--- src/rtl/core/cau_pkg.sv ---
`timescale 1ns / 1ps
// ----------------------------------------------------------------------------
// cau_pkg: shared types and constants of the complex arithmetic unit
// Operation and status codes, fixed-point widths and the pipeline word types.
// ----------------------------------------------------------------------------
package cau_pkg;

  localparam int FRAC_BITS = 16;
  localparam int DATA_W    = 32;
  localparam int PROD_W    = 2 * DATA_W;        // one full product
  localparam int SUM_W     = PROD_W + 1;        // sum of two products
  localparam int NUM_W     = SUM_W + FRAC_BITS; // shifted dividend
  localparam int CMP_W     = (NUM_W > PROD_W + DATA_W) ? NUM_W : PROD_W + DATA_W;
  localparam int DIV_STEPS = DATA_W;            // one quotient bit a stage

  typedef enum logic [1:0] {
    OP_ADD = 2'd0,
    OP_SUB = 2'd1,
    OP_MUL = 2'd2,
    OP_DIV = 2'd3
  } cau_op_t;

  localparam logic [1:0] ST_OK   = 2'd0;
  localparam logic [1:0] ST_DIV0 = 2'd1;
  localparam logic [1:0] ST_OVF  = 2'd2;

  localparam logic [DATA_W-1:0] SAT_POS = {1'b0, {(DATA_W-1){1'b1}}};
  localparam logic [DATA_W-1:0] SAT_NEG = {1'b1, {(DATA_W-1){1'b0}}};

  // Side information that travels beside the divider lanes.
  typedef struct packed {
    cau_op_t           op;
    logic              zero_den;
    logic              neg_re;
    logic              neg_im;
    logic              big_re;   // quotient already known to need 33 bits or more
    logic              big_im;
    logic [DATA_W-1:0] fast_re;  // add, subtract and multiply results
    logic [DATA_W-1:0] fast_im;
    logic              fast_ovf;
  } cau_side_t;

  // One word of the divider pipeline.
  typedef struct packed {
    logic              vld;
    cau_side_t         side;
    logic [PROD_W-1:0] den;
    logic [PROD_W-1:0] rem_re;
    logic [PROD_W-1:0] rem_im;
    logic [DATA_W-1:0] qd_re;    // dividend bits out, quotient bits in
    logic [DATA_W-1:0] qd_im;
  } cau_dstage_t;

endpackage

--- src/rtl/core/cau_div_step.sv ---
`timescale 1ns / 1ps
// ----------------------------------------------------------------------------
// cau_div_step: one restoring division stage for both lanes
// Shifts one dividend bit into each remainder, subtracts the divisor where
// it fits and shifts the resulting quotient bit in.
// ----------------------------------------------------------------------------
module cau_div_step (
  input  logic                 clk,
  input  logic                 rst_n,
  input  logic                 en,
  input  cau_pkg::cau_dstage_t d_i,
  output cau_pkg::cau_dstage_t d_o
);
  import cau_pkg::*;

  logic [PROD_W:0]   t_re, t_im;
  logic              q_re, q_im;
  logic [PROD_W-1:0] rem_re_nxt, rem_im_nxt;

  // Trial subtraction in each lane.
  always_comb begin
    t_re = {d_i.rem_re, d_i.qd_re[DATA_W-1]};
    t_im = {d_i.rem_im, d_i.qd_im[DATA_W-1]};
    q_re = (t_re >= {1'b0, d_i.den});
    q_im = (t_im >= {1'b0, d_i.den});
    rem_re_nxt = q_re ? PROD_W'(t_re - {1'b0, d_i.den}) : PROD_W'(t_re);
    rem_im_nxt = q_im ? PROD_W'(t_im - {1'b0, d_i.den}) : PROD_W'(t_im);
  end

  cau_dstage_t d_r;

  always_ff @(posedge clk) begin
    if (!rst_n) begin
      d_r.vld <= 1'b0;
    end else if (en) begin
      d_r.vld <= d_i.vld;
    end
    if (en) begin
      d_r.side   <= d_i.side;
      d_r.den    <= d_i.den;
      d_r.rem_re <= rem_re_nxt;
      d_r.rem_im <= rem_im_nxt;
      d_r.qd_re  <= {d_i.qd_re[DATA_W-2:0], q_re};
      d_r.qd_im  <= {d_i.qd_im[DATA_W-2:0], q_im};
    end
  end

  assign d_o = d_r;

endmodule

--- config.mk ---
export PLATFORM = sky130hd
export DESIGN_NAME = cau_div_step
export DESIGN_NICKNAME = d
export VERILOG_FILES = /design/src/rtl/core/cau_pkg.sv /design/src/rtl/core/cau_div_step.sv
export SDC_FILE = /design/constraint.sdc
export NUM_CORES = 1
export LEC_CHECK = 0
export BUFFER_PORTS_ARGS = -buffer_cell sky130_fd_sc_hd__clkbuf_2
export CAP_MARGIN = 10
export CORE_AREA = 8 8 249 251
export CTS_CLUSTER_SIZE = 12
export DETAILED_ROUTE_END_ITERATION = 16
export DIE_AREA = 0 0 257 259
export PLACE_DENSITY = 0.54
export SKIP_LAST_GASP = 1
export SYNTH_ARGS = -nofsm -noshare
export SYNTH_HDL_FRONTEND = slang
export SYNTH_SLANG_ARGS = --single-unit
--- constraint.sdc ---
create_clock -name clk -period 5.7 [get_ports clk]
set_input_delay 0.57 -clock clk [delete_from_list [all_inputs] [get_ports clk]]
set_output_delay 0.57 -clock clk [all_outputs]
set_load 0.01 [all_outputs]
## Yosys cells after proc, flatten, opt, wreduce, memory -nomap -nowiden

Index checks and enable logic that the tools add are counted.

| cells by class | value |
|---|---|
| $lt $le $gt $ge | 2 |
| multiplexer cells | 2 |
| add/sub/neg operators | 2 |

Operators by type and width:

| cell | count |
|---|---|
| greater-or-equal comparator 65 x 64 -> 1 bit | 2 |
| two-way mux 64 bit | 2 |
| subtractor 64 bit | 2 |

| storage, ports and cells | value |
|---|---|
| logic and storage cells | 21 |
| input port bits | 332 |
| register bits | 329 |

## Depth between registers and ports, before layout

| logic depth | value |
|---|---|
| word-level depth | 2 |
| mapped depth | 16 |

## Worst setup path after synthesis

OpenSTA, ideal clock, no wires.

| timing path | value |
|---|---|
| kind | input to register |
| start point | input d_i[209] (netlist name) |
| end point | register d_r (netlist bit d_o[132]) (data pin) |
| library setup time | 0.260 ns |
| data arrival time | 3.326 ns |
| stages | 13 |
| required time | 5.440 ns |
| setup slack | 2.114 ns |
| buffers on the path | 1 |
| cell sequence | inv_1 ha_1 and3_1 nand2_1 or4_1 o41ai_2 o211ai_1 a21oi_1 o21ai_1 o21a_2 inv_2 buf_4 mux2_2 |

| on the way | value |
|---|---|
| cells in the longest elaborated chain, start to end | 2 |

RTL lines:

| element | RTL line | RTL |
|---|---|---|
| from (decl) | cau_div_step.sv:11 | `input cau_pkg::cau_dstage_t d_i,` |
| greater-or-equal comparator 65 x 64 -> 1 bit | cau_div_step.sv:24 | `q_re = (t_re >= {1'b0, d_i.den});` |
| two-way mux 64 bit | cau_div_step.sv:26 | `rem_re_nxt = q_re ? PROD_W'(t_re - {1'b0, d_i.den}) : PROD_W'(t_re);` |
| named net rem_re_nxt[4] | cau_div_step.sv:18 | `logic [PROD_W-1:0] rem_re_nxt, rem_im_nxt;` |
| to (decl) | cau_div_step.sv:30 | `cau_dstage_t d_r;` |

The timed path passes the listed nets, and every way through them passes these cells.
A chain may end at the register's enable or synchronous reset.

## Worst setup path in the final report

| timing path | value |
|---|---|
| start point | input d_i[211] (netlist name) |
| end point | register d_r (netlist bit d_o[159]) (data pin) |

| on the way | value |
|---|---|
| cells in the longest elaborated chain, start to end | 2 |

RTL lines:

| element | RTL line |
|---|---|
| subtractor 64 bit or greater-or-equal comparator 65 x 64 -> 1 bit (tied branches) | cau_div_step.sv:26, cau_div_step.sv:24 |
| two-way mux 64 bit (*) | cau_div_step.sv:26 |
| named net rem_re_nxt[31] | cau_div_step.sv:18 |

Mark *: on every way through the listed nets, which the timed path passes. The rest lies on a longest branch.

==> summary.md <==
| Metric | Value |
|---|---|
| Worst hold start | `d_i[306]` |
| Die span in y | `259 µm` |
| Clk Tree Root Cell | `clkbuf_16` |
| Routed WL | `78200 µm` |
| Reg-to-Reg Start | `d_o[328]$_SDFFE_PN0P_` |
| Dominant cells by area after synthesis | `edfxtp_1 52%, ha_1 8.5%, a21oi_1 6.3%` |
| Setup_tns | `0 ns` |
| Final instance area | `0.0242 mm²` |
| Largest net degree at the start of global routing | `between 100 and 150` |
| Min Tclk post-route | `4.63 ns` |
| Post-synth top area share | `~52%` |
| DR vias/cell | `5.16` |
| CTS Hold Buffers Added | `0` |
| Yosys warns | `0` |
| Die width | `257 µm` |
| Final Setup Violations | `0` |
| Post-DP Area | `0.0230 mm²` |
| Count leader, synth | `edfxtp_1` |
| Initial Util | `32.4%` |
| Fraction of layout cells with a size suffix above 1 | `30.9%` |
| Die area | `0.0666 mm²` |
| R2r setup slk | `5.11 ns` |
| First DRT Iteration DRCs | `approximately 1300` |
| Reg2reg end | `d_o[328]$_SDFFE_PN0P_` |
| Core Region | `0.0582 mm²` |
| Yosys cell types | `73` |
| Unrepaired setup endpoints after global routing | `false` |
| Drt first pass iters | `5` |
| Hold Violations, Final | `0` |
| Top cell types by occurrence after synthesis | `328 x edfxtp_1, 237 x a21oi_1, 159 x nor2_1` |
| CTS clk-pin slew, worst paths | `0.06 ns` |
| Final setup margin | `1.07 ns` |
| Power density cells | `between 300 and 400 mW/mm²` |
| Status | `completed` |
| Syn avg cell area | `10.7 µm²` |
| Fin crit share | `81.3%` |
| Peak VDD IR | `around 0.22 mV` |
| Total CTS buffers | `40` |
| DRC | `0` |
| IO Pins | `661` |
| Slew headroom | `28.5%` |
| Area Growth Syn to Fin | `28.1%` |
| # resized after CTS | `0` |
| Worst endpoint required time | `6.00 ns` |
| Fraction of registers with async set/reset | `0%` |
| Port Buf Inserts | `660` |
| H-tree Lvls | `2` |
| Vias in the first global route | `16900` |
| Worst skew pair latency | `between 0.5 and 0.6 ns` |
| Global Route Usage Sum | `22.3%` |
| Postcts setup bufs | `0` |
| Post-Syn Instances | `1769` |
| Arrival @ worst endpoint | `a little under 5 ns` |
| Routed WL per cell | `roughly 24 µm` |
| DP Wirelength | `between 60000 and 70000 µm` |
| Remaining antenna violation count | `0` |
| Inst Count DP | `3146` |
| Register-to-Register Path Depth | `2` |
| Max Fanout on Critical Path | `65` |
| Fin. max-slew vios | `0` |
| Net Count, Synth | `2231` |
| Measured slew at the worst slew-check pin | `~1.1 ns` |
| Global route overflow | `0` |
| Routability cong. | `0.901` |
| Critical path startpoint | `d_i[211]` |
| P_leak | `approximately 11 nW` |
| Clock buffer depth | `3` |
| Max reg flops | `about 330` |
| Sequential-to-total area share from yosys stat | `52.2%` |
| Hold WC Path Type | `in2reg` |
| Setup crit end | `d_o[159]$_DFFE_PP_` |
| Pre-CTS setup slack | `0.483 ns` |
| Synth Cell Area | `0.0189 mm²` |
| Crit. End Element | `flop` |
| Most used DFF post-synth | `edfxtp_1` |
| Final Skew | `0 ns` |
| CTS tree | `built` |
| First-pass GRT wire length | `113000 µm` |
| Hold slack | `0.165 ns` |
| Row count | `89` |
| F_max | `216 MHz` |
| Non-Filler Instances | `~3200` |
| Post-synth EDFFs | `328` |
| Setup CP Type | `in2reg` |
| Area leader, netlist | `edfxtp_1` |
| Flops & latches, synth | `329` |
| CP startpoint kind | `input port` |
| Net count, final | `between 2000 and 3000` |
| Max cap viols | `0` |
| Via count | `about 17000` |
| Number of fillers in the final layout | `between 5000 and 6000` |
| Initial antenna violation count | `7` |
| CTS Sinks | `between 300 and 400` |
-- critical path, stage by stage --
cell	delay, ns
clkbuf_2	0.09
inv_1	0.05
ha_1	0.47
nand4_1	0.37
or4_1	0.61
o41ai_2	0.65
o211ai_1	0.39
a21oi_1	0.39
o21ai_1	0.19
o21a_2	0.32
clkinv_2	0.09
buf_12	0.23
buf_4	0.31
a21oi_1	0.10
-- layout make-up --
class,count,area [µm²],share of cell area [%]
Inverter,90,339,1.40
Sequential cell,329,9870,40.8
Tap cell,773,967,4.00
Antenna cell,4,10.0,0.0414
Timing Repair Buffer,680,3490,14.4
Multi-Input combinational cell,1274,8330,34.4
Clock buffer,49,1060,4.36
Clock inverter,20,136,0.564
-- cell usage in the layout, fill, tap and decap left out, drive strengths merged, types with 15 or more instances in the layout --
master  synthesis  routed
ha            128     128
nand2b         16      16
nand2         128     128
nor3           15      15
buf            23      21
o21bai         18      18
o21ai         107     107
clkbuf         53     708
edfxtp        328     328
nand4          33      33
xor2           56      56
nand3          22      22
clkinv          0      19
a31oi          21      21
inv            90      90
o21a           15      15
a21oi         238     238
xnor2          59      59
nor2          159     159
and3           17      17
a21o           83      83
-- cell families (layout without fill, tap and decap cells) --
kind of cell	count (synthesis)	count (layout)	synth area share [%]
AOI/OAI and AO/OA	563	563	18.1
muxes	13	13	0.742
DFF	329	329	52.2
xor gates and xnor gates	115	115	5.33
adders and majority gates	130	130	8.69
buffers and inverters	166	839	3.70
other	0	4	0
and+or+nand+nor	453	453	11.2
-- power breakdown --
group	internal (mW)	switching, mW	leakage [nW]
combinational	0.712	1.17	7.06
clock	1.32	1.04	0.575
sequential	3.00	0.0906	3.22
-- per-stage QoR --
stage | total power, mW | utilization (%)
global placement | 5.02 | 39.5
floorplan | 4.16 | -
detailed placement | 5.01 | 39.5
global route | 7.67 | 41.5
CTS | 7.42 | 41.5
finish | 7.33 | 41.5
-- metal layers --
layer  track usage, %  wire (µm)
met1             26.6      31500
met2             40.8      40300
met3             4.98       4980
met4             4.76       1340
met5                0         42
-- worst min path at each step --
| stage | endpoint | slack [ns] | cells past startpoint |
|---|---|---|---|
| floorplan | d_o[328]$_SDFFE_PN0P_ | 0.54 | 2 |
| global placement | d_o[328]$_SDFFE_PN0P_ | 0.50 | 2 |
| detailed placement | d_o[328]$_SDFFE_PN0P_ | 0.52 | 2 |
| CTS | d_o[27]$_DFFE_PP_ | 0.13 | 1 |
| global route | d_o[27]$_DFFE_PP_ | 0.14 | 1 |
| finish | d_o[306]$_DFFE_PP_ | 0.17 | 1 |
(Power assumes the default switching activity.)
