$ cat config.mk
export PLATFORM = sky130hd
export DESIGN_NAME = cau_back
export DESIGN_NICKNAME = d
export VERILOG_FILES = /design/src/rtl/core/cau_pkg.sv /design/src/rtl/core/cau_back.sv
export SDC_FILE = /design/constraint.sdc
export NUM_CORES = 1
export LEC_CHECK = 0
export BUFFER_PORTS_ARGS = -buffer_cell sky130_fd_sc_hd__buf_2
export CAP_MARGIN = 10
export CORE_AREA = 2 2 156 158
export DETAILED_ROUTE_END_ITERATION = 8
export DIE_AREA = 0 0 158 160
export HOLD_SLACK_MARGIN = 0.1
export PLACE_DENSITY = 0.51
export RECOVER_POWER = 50
export SLEW_MARGIN = 0
export SYNTH_ARGS = -nofsm -noshare
export SYNTH_HDL_FRONTEND = slang
export SYNTH_SLANG_ARGS = --single-unit
$ cat constraint.sdc
create_clock -name clk -period 3.75 [get_ports clk]
set_input_delay 0.75 -clock clk [delete_from_list [all_inputs] [get_ports clk]]
set_output_delay 0.75 -clock clk [all_outputs]
set_load 0.03 [all_outputs]
$ cat src/rtl/core/cau_pkg.sv
`timescale 1ns / 1ps
// ----------------------------------------------------------------------------
// cau_pkg: shared types and constants of the complex arithmetic unit
// Operation and status codes, fixed-point widths and the pipeline word types.
// ----------------------------------------------------------------------------
package cau_pkg;

  localparam int FRAC_BITS = 16;
  localparam int DATA_W    = 32;
  localparam int PROD_W    = 2 * DATA_W;        // one full product
  localparam int SUM_W     = PROD_W + 1;        // sum of two products
  localparam int NUM_W     = SUM_W + FRAC_BITS; // shifted dividend
  localparam int CMP_W     = (NUM_W > PROD_W + DATA_W) ? NUM_W : PROD_W + DATA_W;
  localparam int DIV_STEPS = DATA_W;            // one quotient bit a stage

  typedef enum logic [1:0] {
    OP_ADD = 2'd0,
    OP_SUB = 2'd1,
    OP_MUL = 2'd2,
    OP_DIV = 2'd3
  } cau_op_t;

  localparam logic [1:0] ST_OK   = 2'd0;
  localparam logic [1:0] ST_DIV0 = 2'd1;
  localparam logic [1:0] ST_OVF  = 2'd2;

  localparam logic [DATA_W-1:0] SAT_POS = {1'b0, {(DATA_W-1){1'b1}}};
  localparam logic [DATA_W-1:0] SAT_NEG = {1'b1, {(DATA_W-1){1'b0}}};

  // Side information that travels beside the divider lanes.
  typedef struct packed {
    cau_op_t           op;
    logic              zero_den;
    logic              neg_re;
    logic              neg_im;
    logic              big_re;   // quotient already known to need 33 bits or more
    logic              big_im;
    logic [DATA_W-1:0] fast_re;  // add, subtract and multiply results
    logic [DATA_W-1:0] fast_im;
    logic              fast_ovf;
  } cau_side_t;

  // One word of the divider pipeline.
  typedef struct packed {
    logic              vld;
    cau_side_t         side;
    logic [PROD_W-1:0] den;
    logic [PROD_W-1:0] rem_re;
    logic [PROD_W-1:0] rem_im;
    logic [DATA_W-1:0] qd_re;    // dividend bits out, quotient bits in
    logic [DATA_W-1:0] qd_im;
  } cau_dstage_t;

endpackage

$ cat src/rtl/core/cau_back.sv
`timescale 1ns / 1ps
// ----------------------------------------------------------------------------
// cau_back: quotient sign, saturation and the output register
// Applies the dividend sign to each quotient, clamps it, picks the result
// of the operation and forms the status.
// ----------------------------------------------------------------------------
module cau_back (
  input  logic                 clk,
  input  logic                 rst_n,
  input  logic                 en,
  input  cau_pkg::cau_dstage_t d_i,
  output logic                 vld_o,
  output logic [31:0]          re_o,
  output logic [31:0]          im_o,
  output logic [1:0]           status_o
);
  import cau_pkg::*;

  logic [DATA_W-1:0] q_re, q_im, re_nxt, im_nxt;
  logic              ovf_re, ovf_im;
  logic [1:0]        st_nxt;

  // Signed quotient with saturation, one lane each.
  always_comb begin
    if (d_i.side.neg_re) begin
      ovf_re = d_i.side.big_re || (d_i.qd_re > SAT_NEG);
      q_re   = ovf_re ? SAT_NEG : DATA_W'(-d_i.qd_re);
    end else begin
      ovf_re = d_i.side.big_re || d_i.qd_re[DATA_W-1];
      q_re   = ovf_re ? SAT_POS : d_i.qd_re;
    end
    if (d_i.side.neg_im) begin
      ovf_im = d_i.side.big_im || (d_i.qd_im > SAT_NEG);
      q_im   = ovf_im ? SAT_NEG : DATA_W'(-d_i.qd_im);
    end else begin
      ovf_im = d_i.side.big_im || d_i.qd_im[DATA_W-1];
      q_im   = ovf_im ? SAT_POS : d_i.qd_im;
    end

    if (d_i.side.op == OP_DIV) begin
      if (d_i.side.zero_den) begin
        re_nxt = '0;
        im_nxt = '0;
        st_nxt = ST_DIV0;
      end else begin
        re_nxt = q_re;
        im_nxt = q_im;
        st_nxt = (ovf_re || ovf_im) ? ST_OVF : ST_OK;
      end
    end else begin
      re_nxt = d_i.side.fast_re;
      im_nxt = d_i.side.fast_im;
      st_nxt = d_i.side.fast_ovf ? ST_OVF : ST_OK;
    end
  end

  logic              vld_r;
  logic [DATA_W-1:0] re_r, im_r;
  logic [1:0]        st_r;

  always_ff @(posedge clk) begin
    if (!rst_n) begin
      vld_r <= 1'b0;
    end else if (en) begin
      vld_r <= d_i.vld;
    end
    if (en) begin
      re_r <= re_nxt;
      im_r <= im_nxt;
      st_r <= st_nxt;
    end
  end

  assign vld_o    = vld_r;
  assign re_o     = re_r;
  assign im_o     = im_r;
  assign status_o = st_r;

endmodule

======== After elaboration in Yosys (flattened, before gate mapping) ========
Cells that the tools add are included.
Widths: inputs -> output; s select.
word-level totals
  logic and storage cells ................. 30
  register bits ........................... 67
  output and inout port bits .............. 67
  input port bits ......................... 332
operators by class
  reductions and logical operators ........ 5
  add/subtract/negate cells ............... 2
  order comparisons ....................... 2
  equality and inequality tests ........... 1
  multiplexer cells ....................... 16
operators with widths
  operator              count
  $mux 32               10
  $gt 32x32->1 const B  2
  $neg 32->32           2
  $mux 2                4
  $logic_or 1x1->1      5
  $eq 2x2->1 const B    1
  $mux 1                2

======== Longest topological paths before layout ========
  depth after elaboration ................. 7
  mapped depth ............................ 9
  gate-level depth less buffers ........... 7

======== Worst setup path after synthesis ========
Ideal clock, no wire load.
  path kind ............................... input to register
  start point ............................. input d_i[0] (netlist name)
  end point ............................... register im_r[28] (netlist: im_o[28]), data pin
  library setup time ...................... 259 ps
  cell stages on the path ................. 8
  setup slack ............................. 830 ps
  data required time ...................... 3491 ps
  buffers on the path ..................... 1
  arrival time ............................ 2661 ps
  cell sequence ........................... inv_1 ha_1 or3b_2 or4_4 buf_6 or4_1 a21oi_1 o31ai_1
between the ends
  word-level cells in the longest chain between the ends .. 6
  elaborated cells on any way between the ends .. 7
  those cells by class .................... 1 x add/sub; 1 x order compare; 4 x mux; 1 x reduce/logical
ends and longest elaborated chain
  item                  line            RTL
  start, declared       cau_back.sv:11  input cau_pkg::cau_dstage_t d_i,
  $gt 32x32->1          cau_back.sv:33  ovf_im = d_i.side.big_im || (d_i.qd_im > SAT_NEG);
  $logic_or 1x1->1      cau_back.sv:33
  $mux 32 (*)           cau_back.sv:34  q_im = ovf_im ? SAT_NEG : DATA_W'(-d_i.qd_im);
  $mux 32 (*)           cau_back.sv:32  if (d_i.side.neg_im) begin
  $mux 32 (*)           cau_back.sv:41  if (d_i.side.zero_den) begin
  $mux 32 (*)           cau_back.sv:40  if (d_i.side.op == OP_DIV) begin
  net im_nxt[28]        cau_back.sv:19  logic [DATA_W-1:0] q_re, q_im, re_nxt, im_nxt;
  end signal, assigned  cau_back.sv:69  im_r <= im_nxt;
  end, declared         cau_back.sv:58  logic [DATA_W-1:0] re_r, im_r;
The timed path passes the listed nets; every way through them passes the cells marked *.
A chain may end at the register's enable or synchronous reset.

======== Worst setup path in the final report ========
  start point ............................. input d_i[32] (netlist name)
  end point ............................... register re_r[13] (netlist: re_o[13]), data pin
between the ends
  word-level cells in the longest chain between the ends .. 6
  elaborated cells on any way between the ends .. 7
  those cells by class .................... 1 x add/sub; 1 x order compare; 4 x mux; 1 x reduce/logical
ends and longest elaborated chain
  item                  line            RTL
  $gt 32x32->1          cau_back.sv:26  ovf_re = d_i.side.big_re || (d_i.qd_re > SAT_NEG);
  $logic_or 1x1->1      cau_back.sv:26
  $mux 32 (*)           cau_back.sv:27  q_re = ovf_re ? SAT_NEG : DATA_W'(-d_i.qd_re);
  $mux 32 (*)           cau_back.sv:25  if (d_i.side.neg_re) begin
  $mux 32 (*)           cau_back.sv:41
  $mux 32 (*)           cau_back.sv:40
  net re_nxt[13]        cau_back.sv:19
  end signal, assigned  cau_back.sv:68  re_r <= re_nxt;
  end, declared         cau_back.sv:58
Marks and branches as above.

==> reports/metrics.yaml <==
clock_tree:
  clkSinkCount: 67
  clkTransAtPathRegs_ns: 0.06
  cts-htree-levels: 3
  cts_post_setup_buffers_inserted: 0
  cts_buffers: 9
  clk_latency_ns: 0.34
  ctsResizeCount: 0
  cts-hold-fix-buffers: 0
  cts_buffer_depth: 2
  ctsRootBufferMaster: "clkbuf_16"
  cts_tree: "yes"
critical_path:
  critPathArrivalTime_ns: 3.25
  crit_path_end_kind: "flip-flop"
  r2r-end: "vld_o"
  rr_startpoint: "vld_o"
  worst-path-max-fanout: 18
  endpoint: "re_o[13]"
  cp.required_ns: 3.89
  crit_start: "d_i[32]"
  rrSetupSlack_ns: 3.14
  r2r_cells: 2
  startpoint_type: "primary input"
  crit_type: "in -> reg"
power:
  p_leak_nw: 2.53
  irDropWorstVdd_mv: 0.164
  p_per_area_nw_per_um2: 372
  power_mw: 2.42
routing:
  postRouteAntennaNets: 0
  via_per_inst: 4.75
  vias: 5221
  first_pass_iters: 5
  drtIter0Drc: 481
  post_drt_wl_per_cell_um: 17.7
  drc: 0
  totalWireLength_um: 19400
grt:
  grt_util_all_layers_pct: 15.0
  busiest_layer: "met1"
  overflow: 0
  grtUsageMet2_pct: 19.4
  antenna_found_initial: 6
  grt_pass1_vias: 4900
  grt_use_met3_pct: 3.34
  grt_use_met1_pct: 23.8
  grt_pass1_wl_um: 28700
  grt_max_degree: 68
run_status:
  violations: "capacitance limit, slew limit"
  status: "finished with violations"
synthesis:
  async_reset_ff_share_pct: 0
  yosysWarnings: 0
  synth_nets: 897
  ys.flop_type: "edfxtp_1"
  synth_cell_types: 56
  synth.ff_latch_count: 67
  synthCells: 563
  synth_enable_flop_cells: 66
  synth_top_area_share_pct: 41.8
  yosysMostFrequentCell: "nand2_1"
  avgSynthCellArea_um2: 8.42
  yosysTopAreaCell: "edfxtp_1"
  ys_top_cells_by_area: "edfxtp_1 (42%), nand2_1 (8.3%), o21ai_0 (5.5%)"
  syn-cell-area_um2: 4740
  ys_seq_area_share_pct: 42.2
  synth_common_cells: "nand2_1 (105), edfxtp_1 (66), o21ai_0 (52)"
finish:
  syn2layout_area_growth_pct: 37.5
  finalInstanceArea_um2: 6520
  final_net_count: 1100
  final_util_pct: 27.4
  drive_above_1_share_pct: 30.6
  instances_no_fill: 1099
placement:
  place_congestion: 0.811
  dp_hpwl_um: 14700
  place_ws_ns: 0.265
  post_dp_cell_area_um2: 6220
  io_buffers: 206
  placed_cells: 1079
timing:
  fin_ws_ns: 0.645
  finalCritPeriodShare_pct: 82.8
  fin_tns_setup_ns: 0
  grt_setup_unrepaired: "false"
  slew_viol_final: 68
  relSlewSlack_pct: -25.0
  fin_crit_ns: 3.11
  whs_ns: 0.524
  fin_skew_ns: 0
  setup_viol: 0
  hold_viol_final: 0
  max_freq_mhz: 322
  worstMarginPinSlew_ns: 1.87
job:
  cap_violations: 1
floorplan:
  initial_core_util_pct: 19.9
  core_area_um2: 23800
  die_h_um: 160
  die_w_um: 158
  row_count: 57
  ioPinCount: 399
  dieArea_um2: 25300
worst_hold_path:
  hold_path_class: "reg -> reg"
[power breakdown]
| part | leakage (nW) | switching [mW] | internal (mW) |
|---|---|---|---|
| Clock | 0.152 | 0.367 | 0.587 |
| Sequential | 0.650 | 0.0193 | 0.906 |
| Combinational | 1.73 | 0.376 | 0.168 |
| Total | 2.53 | 0.762 | 1.66 |
[layer usage]
metal	share of wire, %	routed length [um]
met1	53	10300
met2	38	7300
met3	7.7	1500
met4	1.4	263
met5	0.13	26
[cell type report]
type / instances / area [um2]
Inverter: 8 / 30.0
Antenna cell: 4 / 10.0
Multi-Input combinational cell: 451 / 2580
Tap cell: 324 / 405
Fill cell: 2656 / 17300
Clock buffer: 9 / 225
Sequential cell: 67 / 2000
Clock inverter: 7 / 101
Timing Repair Buffer: 229 / 1160
[registers in the layout (all words and copies together), names as in the netlist]
register	cells
re_o	32
vld_o	1
im_o	32
status_o	2
[cell families (layout without fill, tap and decap cells)]
| group | count (synthesis) | after routing | synth area share (%) |
|---|---|---|---|
| compound gates | 182 | 182 | 23.6 |
| xor+xnor | 1 | 1 | 0.185 |
| fa+ha+maj | 2 | 2 | 0.528 |
| buf+inv | 45 | 253 | 3.93 |
| flops | 67 | 67 | 42.2 |
| mux | 12 | 12 | 2.72 |
| other cells | 0 | 4 | 0 |
| simple gates | 254 | 254 | 26.9 |
[cells in the final DEF, fill, tap and decap left out, drive strengths merged, types with 7 or more instances in the layout]
cell | Yosys | final
nand3 | 11 | 11
a31oi | 14 | 14
buf | 4 | 196
or4 | 13 | 13
or3 | 7 | 7
inv | 8 | 9
edfxtp | 66 | 66
nor3 | 13 | 13
mux2 | 7 | 7
o21ai | 56 | 56
o31ai | 28 | 28
nand4 | 16 | 16
a21oi | 45 | 45
nor4 | 20 | 20
o22ai | 16 | 16
clkbuf | 33 | 42
nor2 | 44 | 44
nand2 | 105 | 105
[worst min path at each step]
stage	cells past startpoint	from	to	slack [ns]
final	2	vld_o	vld_o	0.52
after global routing	2	vld_o	vld_o	0.55
after CTS	2	vld_o	vld_o	0.53
after detailed placement	2	vld_o	vld_o	0.51
after global placement	2	vld_o	vld_o	0.50
after floorplan	2	vld_o	vld_o	0.64
[worst max-delay path, cell delays in order]
cell     delay, ns
buf_2         0.13
inv_1         0.06
ha_1          0.24
or4b_2        0.64
nor4_2        0.28
and4_1        0.30
o21ai_2       0.26
buf_4         0.29
o21ai_0       0.29
Note: power is estimated with default switching activity, not from simulation.
